[config.mk]
export PLATFORM = sky130hd
export DESIGN_NAME = dpl_axis
export DESIGN_NICKNAME = d
export VERILOG_FILES = /design/src/rtl/dpl_pkg.sv /design/src/rtl/dpl_axis.sv
export SDC_FILE = /design/constraint.sdc
export NUM_CORES = 2
export LEC_CHECK = 0
export ABC_AREA = 1
export BUFFER_PORTS_ARGS = -buffer_cell sky130_fd_sc_hd__buf_2
export CORE_ASPECT_RATIO = 1.75
export CORE_UTILIZATION = 35
export CTS_CLUSTER_SIZE = 14
export DETAILED_ROUTE_END_ITERATION = 16
export PLACE_DENSITY_LB_ADDON = 0.08
export REMOVE_ABC_BUFFERS = 1
export SYNTH_ARGS = -nofsm -noshare
export SYNTH_HDL_FRONTEND = slang
export SYNTH_SLANG_ARGS = --single-unit
[constraint.sdc]
create_clock -name clk -period 6.14 [get_ports clk]
set_input_delay 0.921 -clock clk [delete_from_list [all_inputs] [get_ports clk]]
set_output_delay 0.921 -clock clk [all_outputs]
set_load 0.05 [all_outputs]
[src/rtl/dpl_pkg.sv]
// Shared constants, types and a helper function for the depth-pixel to labelled-point block.
package dpl_pkg;

	localparam int unsigned PIX_W    = 12;
	localparam int unsigned DEPTH_W  = 16;
	localparam int unsigned MASK_W   = 24;
	localparam int unsigned COORD_W  = 24;
	localparam int unsigned CENTER_W = 16;
	localparam int unsigned INV_W    = 24;
	localparam int unsigned STEP_W   = 5;
	localparam int unsigned CLASS_W  = 8;
	localparam int unsigned EXCL_W   = 64;
	localparam int unsigned CFG_IDX_W  = 3;
	localparam int unsigned CFG_DATA_W = 64;

	// products: |offset| * depth, then times 1/f
	localparam int unsigned PROD1_W = CENTER_W + DEPTH_W;
	localparam int unsigned PROD2_W = PROD1_W + INV_W;
	localparam int unsigned FRAC_W  = 28;
	localparam int unsigned Q_W     = PROD2_W + 1 - FRAC_W;

	// mask window, half-open ranges
	localparam logic [PIX_W:0] WINDOW_COL_START = 13'd0;
	localparam logic [PIX_W:0] WINDOW_COL_END   = 13'd848;
	localparam logic [PIX_W:0] WINDOW_ROW_START = 13'd28;
	localparam logic [PIX_W:0] WINDOW_ROW_END   = 13'd452;

	localparam logic [DEPTH_W-1:0]  RST_MAX_DIST   = 16'd4000;
	localparam logic [STEP_W-1:0]   RST_STEP       = 5'd2;
	localparam logic [CENTER_W-1:0] RST_CENTER_COL = 16'd6784;
	localparam logic [CENTER_W-1:0] RST_CENTER_ROW = 16'd3840;
	localparam logic [INV_W-1:0]    RST_INV_COL    = 24'd27962;
	localparam logic [INV_W-1:0]    RST_INV_ROW    = 24'd27962;
	localparam logic [EXCL_W-1:0]   RST_EXCL       = 64'd0;

	localparam logic signed [COORD_W-1:0] COORD_MAX = 24'sh7FFFFF;
	localparam logic [Q_W-1:0] Q_POS_LIMIT = Q_W'(24'h7FFFFF);
	localparam logic [Q_W-1:0] Q_NEG_LIMIT = Q_W'(24'h800000);

	typedef enum logic [CFG_IDX_W-1:0] {
		REG_MAX_DIST   = 3'd0,
		REG_STEP       = 3'd1,
		REG_CENTER_COL = 3'd2,
		REG_CENTER_ROW = 3'd3,
		REG_INV_COL    = 3'd4,
		REG_INV_ROW    = 3'd5,
		REG_EXCL       = 3'd6
	} dpl_reg_t;

	// per-stage advance strobes
	typedef struct packed {
		logic s1;
		logic s2;
		logic s3;
		logic s4;
	} dpl_adv_t;

	// four restoring-division steps; remainder stays below the divisor
	function automatic logic [STEP_W-1:0] rem_step4(
		input logic [STEP_W-1:0] r_in,
		input logic [3:0]        bits,
		input logic [STEP_W-1:0] divisor
	);
		logic [STEP_W:0]   t;
		logic [STEP_W-1:0] r;
		r = r_in;
		for (int i = 3; i >= 0; i--) begin
			t = {r, bits[i]};
			if (t >= {1'b0, divisor})
				t = t - {1'b0, divisor};
			r = t[STEP_W-1:0];
		end
		return r;
	endfunction

endpackage

[src/rtl/dpl_axis.sv]
// Four-stage back-projection of one axis: offset, two multiplies, round and saturate.
module dpl_axis (
	input  logic                                clk,
	input  dpl_pkg::dpl_adv_t                   adv,
	input  logic [dpl_pkg::PIX_W-1:0]           pix,
	input  logic [dpl_pkg::CENTER_W-1:0]        center,
	input  logic [dpl_pkg::DEPTH_W-1:0]         depth,
	input  logic [dpl_pkg::INV_W-1:0]           inv,
	output logic signed [dpl_pkg::COORD_W-1:0]  coord
);

	logic [dpl_pkg::CENTER_W-1:0] p16;
	logic                         neg_c;
	logic [dpl_pkg::CENTER_W-1:0] mag_c;

	logic [dpl_pkg::CENTER_W-1:0] mag_s1;
	logic [dpl_pkg::DEPTH_W-1:0]  depth_s1;
	logic                         neg_s1;
	logic [dpl_pkg::PROD1_W-1:0]  prod_s2;
	logic                         neg_s2;
	logic [dpl_pkg::PROD2_W-1:0]  prod_s3;
	logic                         neg_s3;
	logic signed [dpl_pkg::COORD_W-1:0] coord_s4;

	logic [dpl_pkg::PROD2_W:0]   rnd_sum;
	logic [dpl_pkg::Q_W-1:0]     q;
	logic [dpl_pkg::Q_W-1:0]     q_neg;
	logic [dpl_pkg::COORD_W-1:0] coord_c;

	// 1/16-pixel offset magnitude
	assign p16   = {pix, 4'b0000};
	assign neg_c = p16 < center;
	assign mag_c = neg_c ? (center - p16) : (p16 - center);

	// round half away from zero on the magnitude, then saturate
	assign rnd_sum = {1'b0, prod_s3}
	               + ((dpl_pkg::PROD2_W + 1)'(1) << (dpl_pkg::FRAC_W - 1));
	assign q       = rnd_sum[dpl_pkg::PROD2_W:dpl_pkg::FRAC_W];
	assign q_neg   = ~q + dpl_pkg::Q_W'(1);

	always_comb begin
		if (neg_s3) begin
			if (q > dpl_pkg::Q_NEG_LIMIT)
				coord_c = ~dpl_pkg::COORD_MAX;
			else
				coord_c = q_neg[dpl_pkg::COORD_W-1:0];
		end else begin
			if (q > dpl_pkg::Q_POS_LIMIT)
				coord_c = dpl_pkg::COORD_MAX;
			else
				coord_c = q[dpl_pkg::COORD_W-1:0];
		end
	end

	always_ff @(posedge clk) begin
		if (adv.s1) begin
			mag_s1   <= mag_c;
			neg_s1   <= neg_c;
			depth_s1 <= depth;
		end
		if (adv.s2) begin
			prod_s2 <= mag_s1 * depth_s1;
			neg_s2  <= neg_s1;
		end
		if (adv.s3) begin
			prod_s3 <= prod_s2 * inv;
			neg_s3  <= neg_s2;
		end
		if (adv.s4)
			coord_s4 <= coord_c;
	end

	assign coord = coord_s4;

endmodule

Word-level counts from Yosys, hierarchy flattened

Index checks and enable logic that the tools add are counted.

Logic and storage cells: 22
Output and inout port bits: 24
Bits in registers: 147
Bits of input ports: 73

Bitwise gates (word level): 1
Muxes and demuxes: 4
$add $sub $neg: 4
Multiply operators: 2
Order comparisons: 3

Operators with widths:

| operator                 | number |
|---|---|
| $mux W24                 | 3 |
| $add A56 B28 Y57 const B | 1 |
| $mul A32 B24 Y56         | 1 |
| $mul A16 B16 Y32         | 1 |
| $sub A16 B16 Y16         | 2 |
| $gt A29 B23 Y1 const B   | 1 |
| $gt A29 B24 Y1 const B   | 1 |
| $add A24 B1 Y24 const B  | 1 |
| $not A24 Y24             | 1 |
| $lt A16 B16 Y1           | 1 |
| $mux W16                 | 1 |

Depth between registers and ports, before layout

Depth in word-level cells: 5
Mapped depth: 29
Mapped depth without buffers: 28

Worst setup path after synthesis

Ideal clock, no wire load.

Path kind: input to register
Start: input inv[9] (netlist name)
End: register prod_s3[49] (netlist name), data pin
Stages on the path: 23
Path slack: -0.370 ns
Buffers on the path: 1
Library setup time: 0.252 ns
Data required time: 5.888 ns
Arrival: 6.258 ns
Cells stage by stage: clkbuf_1 > nand2_1 > fa_1 > inv_1 > fa_1 > inv_1 > fa_1 > inv_1 > fa_1 > fa_1 > fa_1 > inv_1 > fa_1 > inv_1 > ha_1 > a21o_1 > a31oi_1 > a21boi_0 > o21ai_0 > a21boi_0 > nand2_1 > nand2_1 > nand2_1

Cells in the longest elaborated chain, start to end: 1

RTL lines:

| item                 | RTL line       | source |
|---|---|---|
| from (decl)          | dpl_axis.sv:8  | `input logic [dpl_pkg::INV_W-1:0] inv,` |
| $mul A32 B24 Y56     | dpl_axis.sv:66 | `prod_s3 <= prod_s2 * inv;` |
| to (signal assigned) | dpl_axis.sv:66 |  |
| to (decl)            | dpl_axis.sv:21 | `logic [dpl_pkg::PROD2_W-1:0] prod_s3;` |

Every way passes these cells.
A chain may end at the register's enable or synchronous reset.

Final worst setup path

Start: input inv[15] (netlist name)
End: register prod_s3[44] (netlist name), data pin

The elaborated chain is that of the path after synthesis.

==> impl_metrics.tcl <==
set metrics [dict create \
    num_rows 166 \
    final_cell_mix "1,506 x inv_1, 1,404 x nand2_1, 796 x fa_1, 411 x buf_4, 274 x ha_1" \
    via_per_inst 4.69 \
    violations "setup timing" \
    grt_pass1_wl_um 212000 \
    htreeDepth 4 \
    syn_inst 5366 \
    start_util 0.353 \
    die_y_um 457 \
    grt_max_degree 34 \
    cts_tree "built" \
    drv_slew 0 \
    place.gp.congestion 0.892 \
    ios 97 \
    die_w_um 262 \
    worstReg2RegStart "prod_s2[14]$_DFFE_PP_" \
    required_ns 6.41 \
    cp_max_fo 6 \
    min_period_ns 6.42 \
    cts_sinks 120 \
    rsz0062_at_grt "true" \
    synth_ff_type "edfxtp_1" \
    core_mm2 0.117 \
    clk_latency_ns 0.52 \
    drc 0 \
    initialDrtViolationCount 1526 \
    startpoint "inv[15]" \
    grt.total_usage 0.238 \
    async_flop_share 0 \
    routed_wl_um 140000 \
    synth_seq_area_share 0.0871 \
    synthToLayoutAreaGrowth_pct 26.1 \
    num_antenna_cells 0 \
    final_common_cell "inv_1" \
    cts_hold_buffers 0 \
    crit_end "prod_s3[44]$_DFFE_PP_" \
    fin_crit_sh 1.05 \
    nets 7090 \
    vias 34600 \
    cp-end-kind "flop" \
    ant_nets 0 \
    maxCapViolCount 0 \
    fillers 11900 \
    setup_violations 28 \
    whs_ns 0.476 \
    ys_top_cells_by_area "fa_1 41%, inv_1 14%, nand2_1 14%" \
    syn_area_per_cell_um2 7.71 \
    antenna_found_initial 2 \
    critPathLaunchType "input pin" \
    worst_pin_slew_ns 0.948 \
    hold_viol 0 \
    synth-edff-count 120 \
    worst_slack_ns -0.282 \
    syn_area_mm2 0.0414 \
    yosysWarnings 0 \
    synthDominantCellAreaShare 0.412 \
    die_area_mm2 0.120 \
    cts_buffers 17 \
    gr-total-overflow 0 \
    ys_types 45 \
    fmax_ghz 0.156 \
    status "finished, violations left" \
    grt_pass1_vias 38500 \
    wl_per_cell_um 18.9 \
    rr_worst_depth 27 \
    ys_ff_latch 120 \
    dp.final_hpwl_um 118000 \
    worst_clock_skew_ns 0.0196 \
    post-place-ws_ns -1.40 \
    port_buffers 96 \
    finalCoreUtilization 0.445 \
    clk_pin_slew_ns 0.07 \
    dr.pass1.iters 5 \
    clk_path_buf_depth 2 \
    relSlewSlack 0.366 \
    r2r-end "prod_s3[44]$_DFFE_PP_" \
    r2r_slack_ns -0.23 \
    final_layout_size_suffix_gt1_frac 0.207 \
    root_buffer "clkbuf_16" \
    arrival_ns 6.69 \
    hp-class "reg2reg" \
    critPathKind "in2reg" \
    yosysTopAreaCell "fa_1" \
]
==> synthesized netlist by cell type, drive strengths merged (5+ instances only) <==
library cell / instances
a21boi: 7
a21o: 18
a21oi: 110
a31oi: 17
buf: 16
clkbuf: 201
edfxtp: 120
fa: 852
ha: 308
inv: 1594
nand2: 1510
nand3: 130
nand3b: 14
nand4: 21
nor2: 215
nor3: 29
nor4: 5
o21a: 6
o21ai: 84
o21bai: 17
xnor2: 23
xor2: 53
==> worst min path at each step <==
| stage | depth (start not counted) | from | to | slack (ns) |
|---|---|---|---|---|
| 6_report | 0 | neg_s1$_DFFE_PP_ | neg_s2$_DFFE_PP_ | 0.48 |
| 3_5_place_dp | 0 | neg_s1$_DFFE_PP_ | neg_s2$_DFFE_PP_ | 0.47 |
| 5_1_grt | 0 | neg_s1$_DFFE_PP_ | neg_s2$_DFFE_PP_ | 0.50 |
| 4_1_cts | 0 | neg_s1$_DFFE_PP_ | neg_s2$_DFFE_PP_ | 0.49 |
| 3_3_place_gp | 0 | neg_s1$_DFFE_PP_ | neg_s2$_DFFE_PP_ | 0.47 |
| 2_1_floorplan | 0 | neg_s1$_DFFE_PP_ | neg_s2$_DFFE_PP_ | 0.40 |
==> per-stage QoR <==
| stage | cells | area, um^2 | TNS [ns] |
|---|---|---|---|
| 2_1_floorplan | 5149 | 40500 | -0.228 |
| 3_3_place_gp | 7247 | 47500 | -34.22 |
| 3_5_place_dp | 7247 | 47500 | -34.08 |
| 4_1_cts | 7307 | 49500 | -6.13 |
| 5_1_grt | 7382 | 52200 | -8.95 |
| 6_report | 7382 | 52200 | -4.46 |
==> critical path, cell delays in order <==
cell and delay [ns]:
buf_16 0.13, buf_16 0.17, buf_6 0.13, nand2_4 0.04
fa_1 0.50, inv_2 0.04, fa_1 0.49, fa_1 0.54
fa_2 0.59, fa_1 0.43, fa_1 0.49, inv_1 0.05
fa_1 0.54, inv_2 0.06, ha_4 0.23, buf_4 0.14
a21oi_4 0.11, a21boi_2 0.18, buf_6 0.13, o21ai_4 0.07
buf_4 0.14, nor2_4 0.09, nor3_2 0.06, nor2_1 0.12
nand2_2 0.08, xor2_1 0.14
==> sequential cells by signal, indices dropped and copies added (netlist names) <==
name      count
prod_s2      32
depth_s1     16
prod_s3      29
neg_s1        1
neg_s2        1
mag_s1       16
neg_s3        1
coord        24
==> cells by family (layout without fill, tap and decap cells) <==
group,Yosys count,count (layout),share of synthesized area
compound gates,270,270,0.0373
simple gates,1929,1929,0.188
xor+xnor,76,76,0.0161
flops,120,120,0.0871
fa+ha+maj,1160,1160,0.506
buf+inv,1811,2315,0.165
==> layout make-up <==
type                       instances  area [um^2]  share of cell area
clock buffer                      17          425             0.00816
clock inverter                    15          143             0.00273
inverter                        1594         6000               0.115
multi-input combinational       3435        33200               0.636
sequential                       120         3600              0.0691
tap                             1512         1890              0.0363
timing repair buffer             689         6910               0.132
==> metal layers <==
layer	part of all wire	vias to the layer above	wire, um	global-route usage
met5	0.000093	-	13	0
li1	-	16300	-	-
met1	0.31	17400	43400	0.212
met4	0.066	2	9240	0.118
met2	0.60	622	84100	0.505
met3	0.022	318	3080	0.0194
==> what timing repair did <==
item / CTS / global route
cloned: 3 / 8
setup buffers: 26 / 76
endpoints found under the setup margin: 29 / 36
resized for setup: 289 / 517
pin swaps: 82 / 260
Power is left out: the tool's default activity adds up to more than one toggle a clock period on the data nets, which glitch-free logic cannot reach.
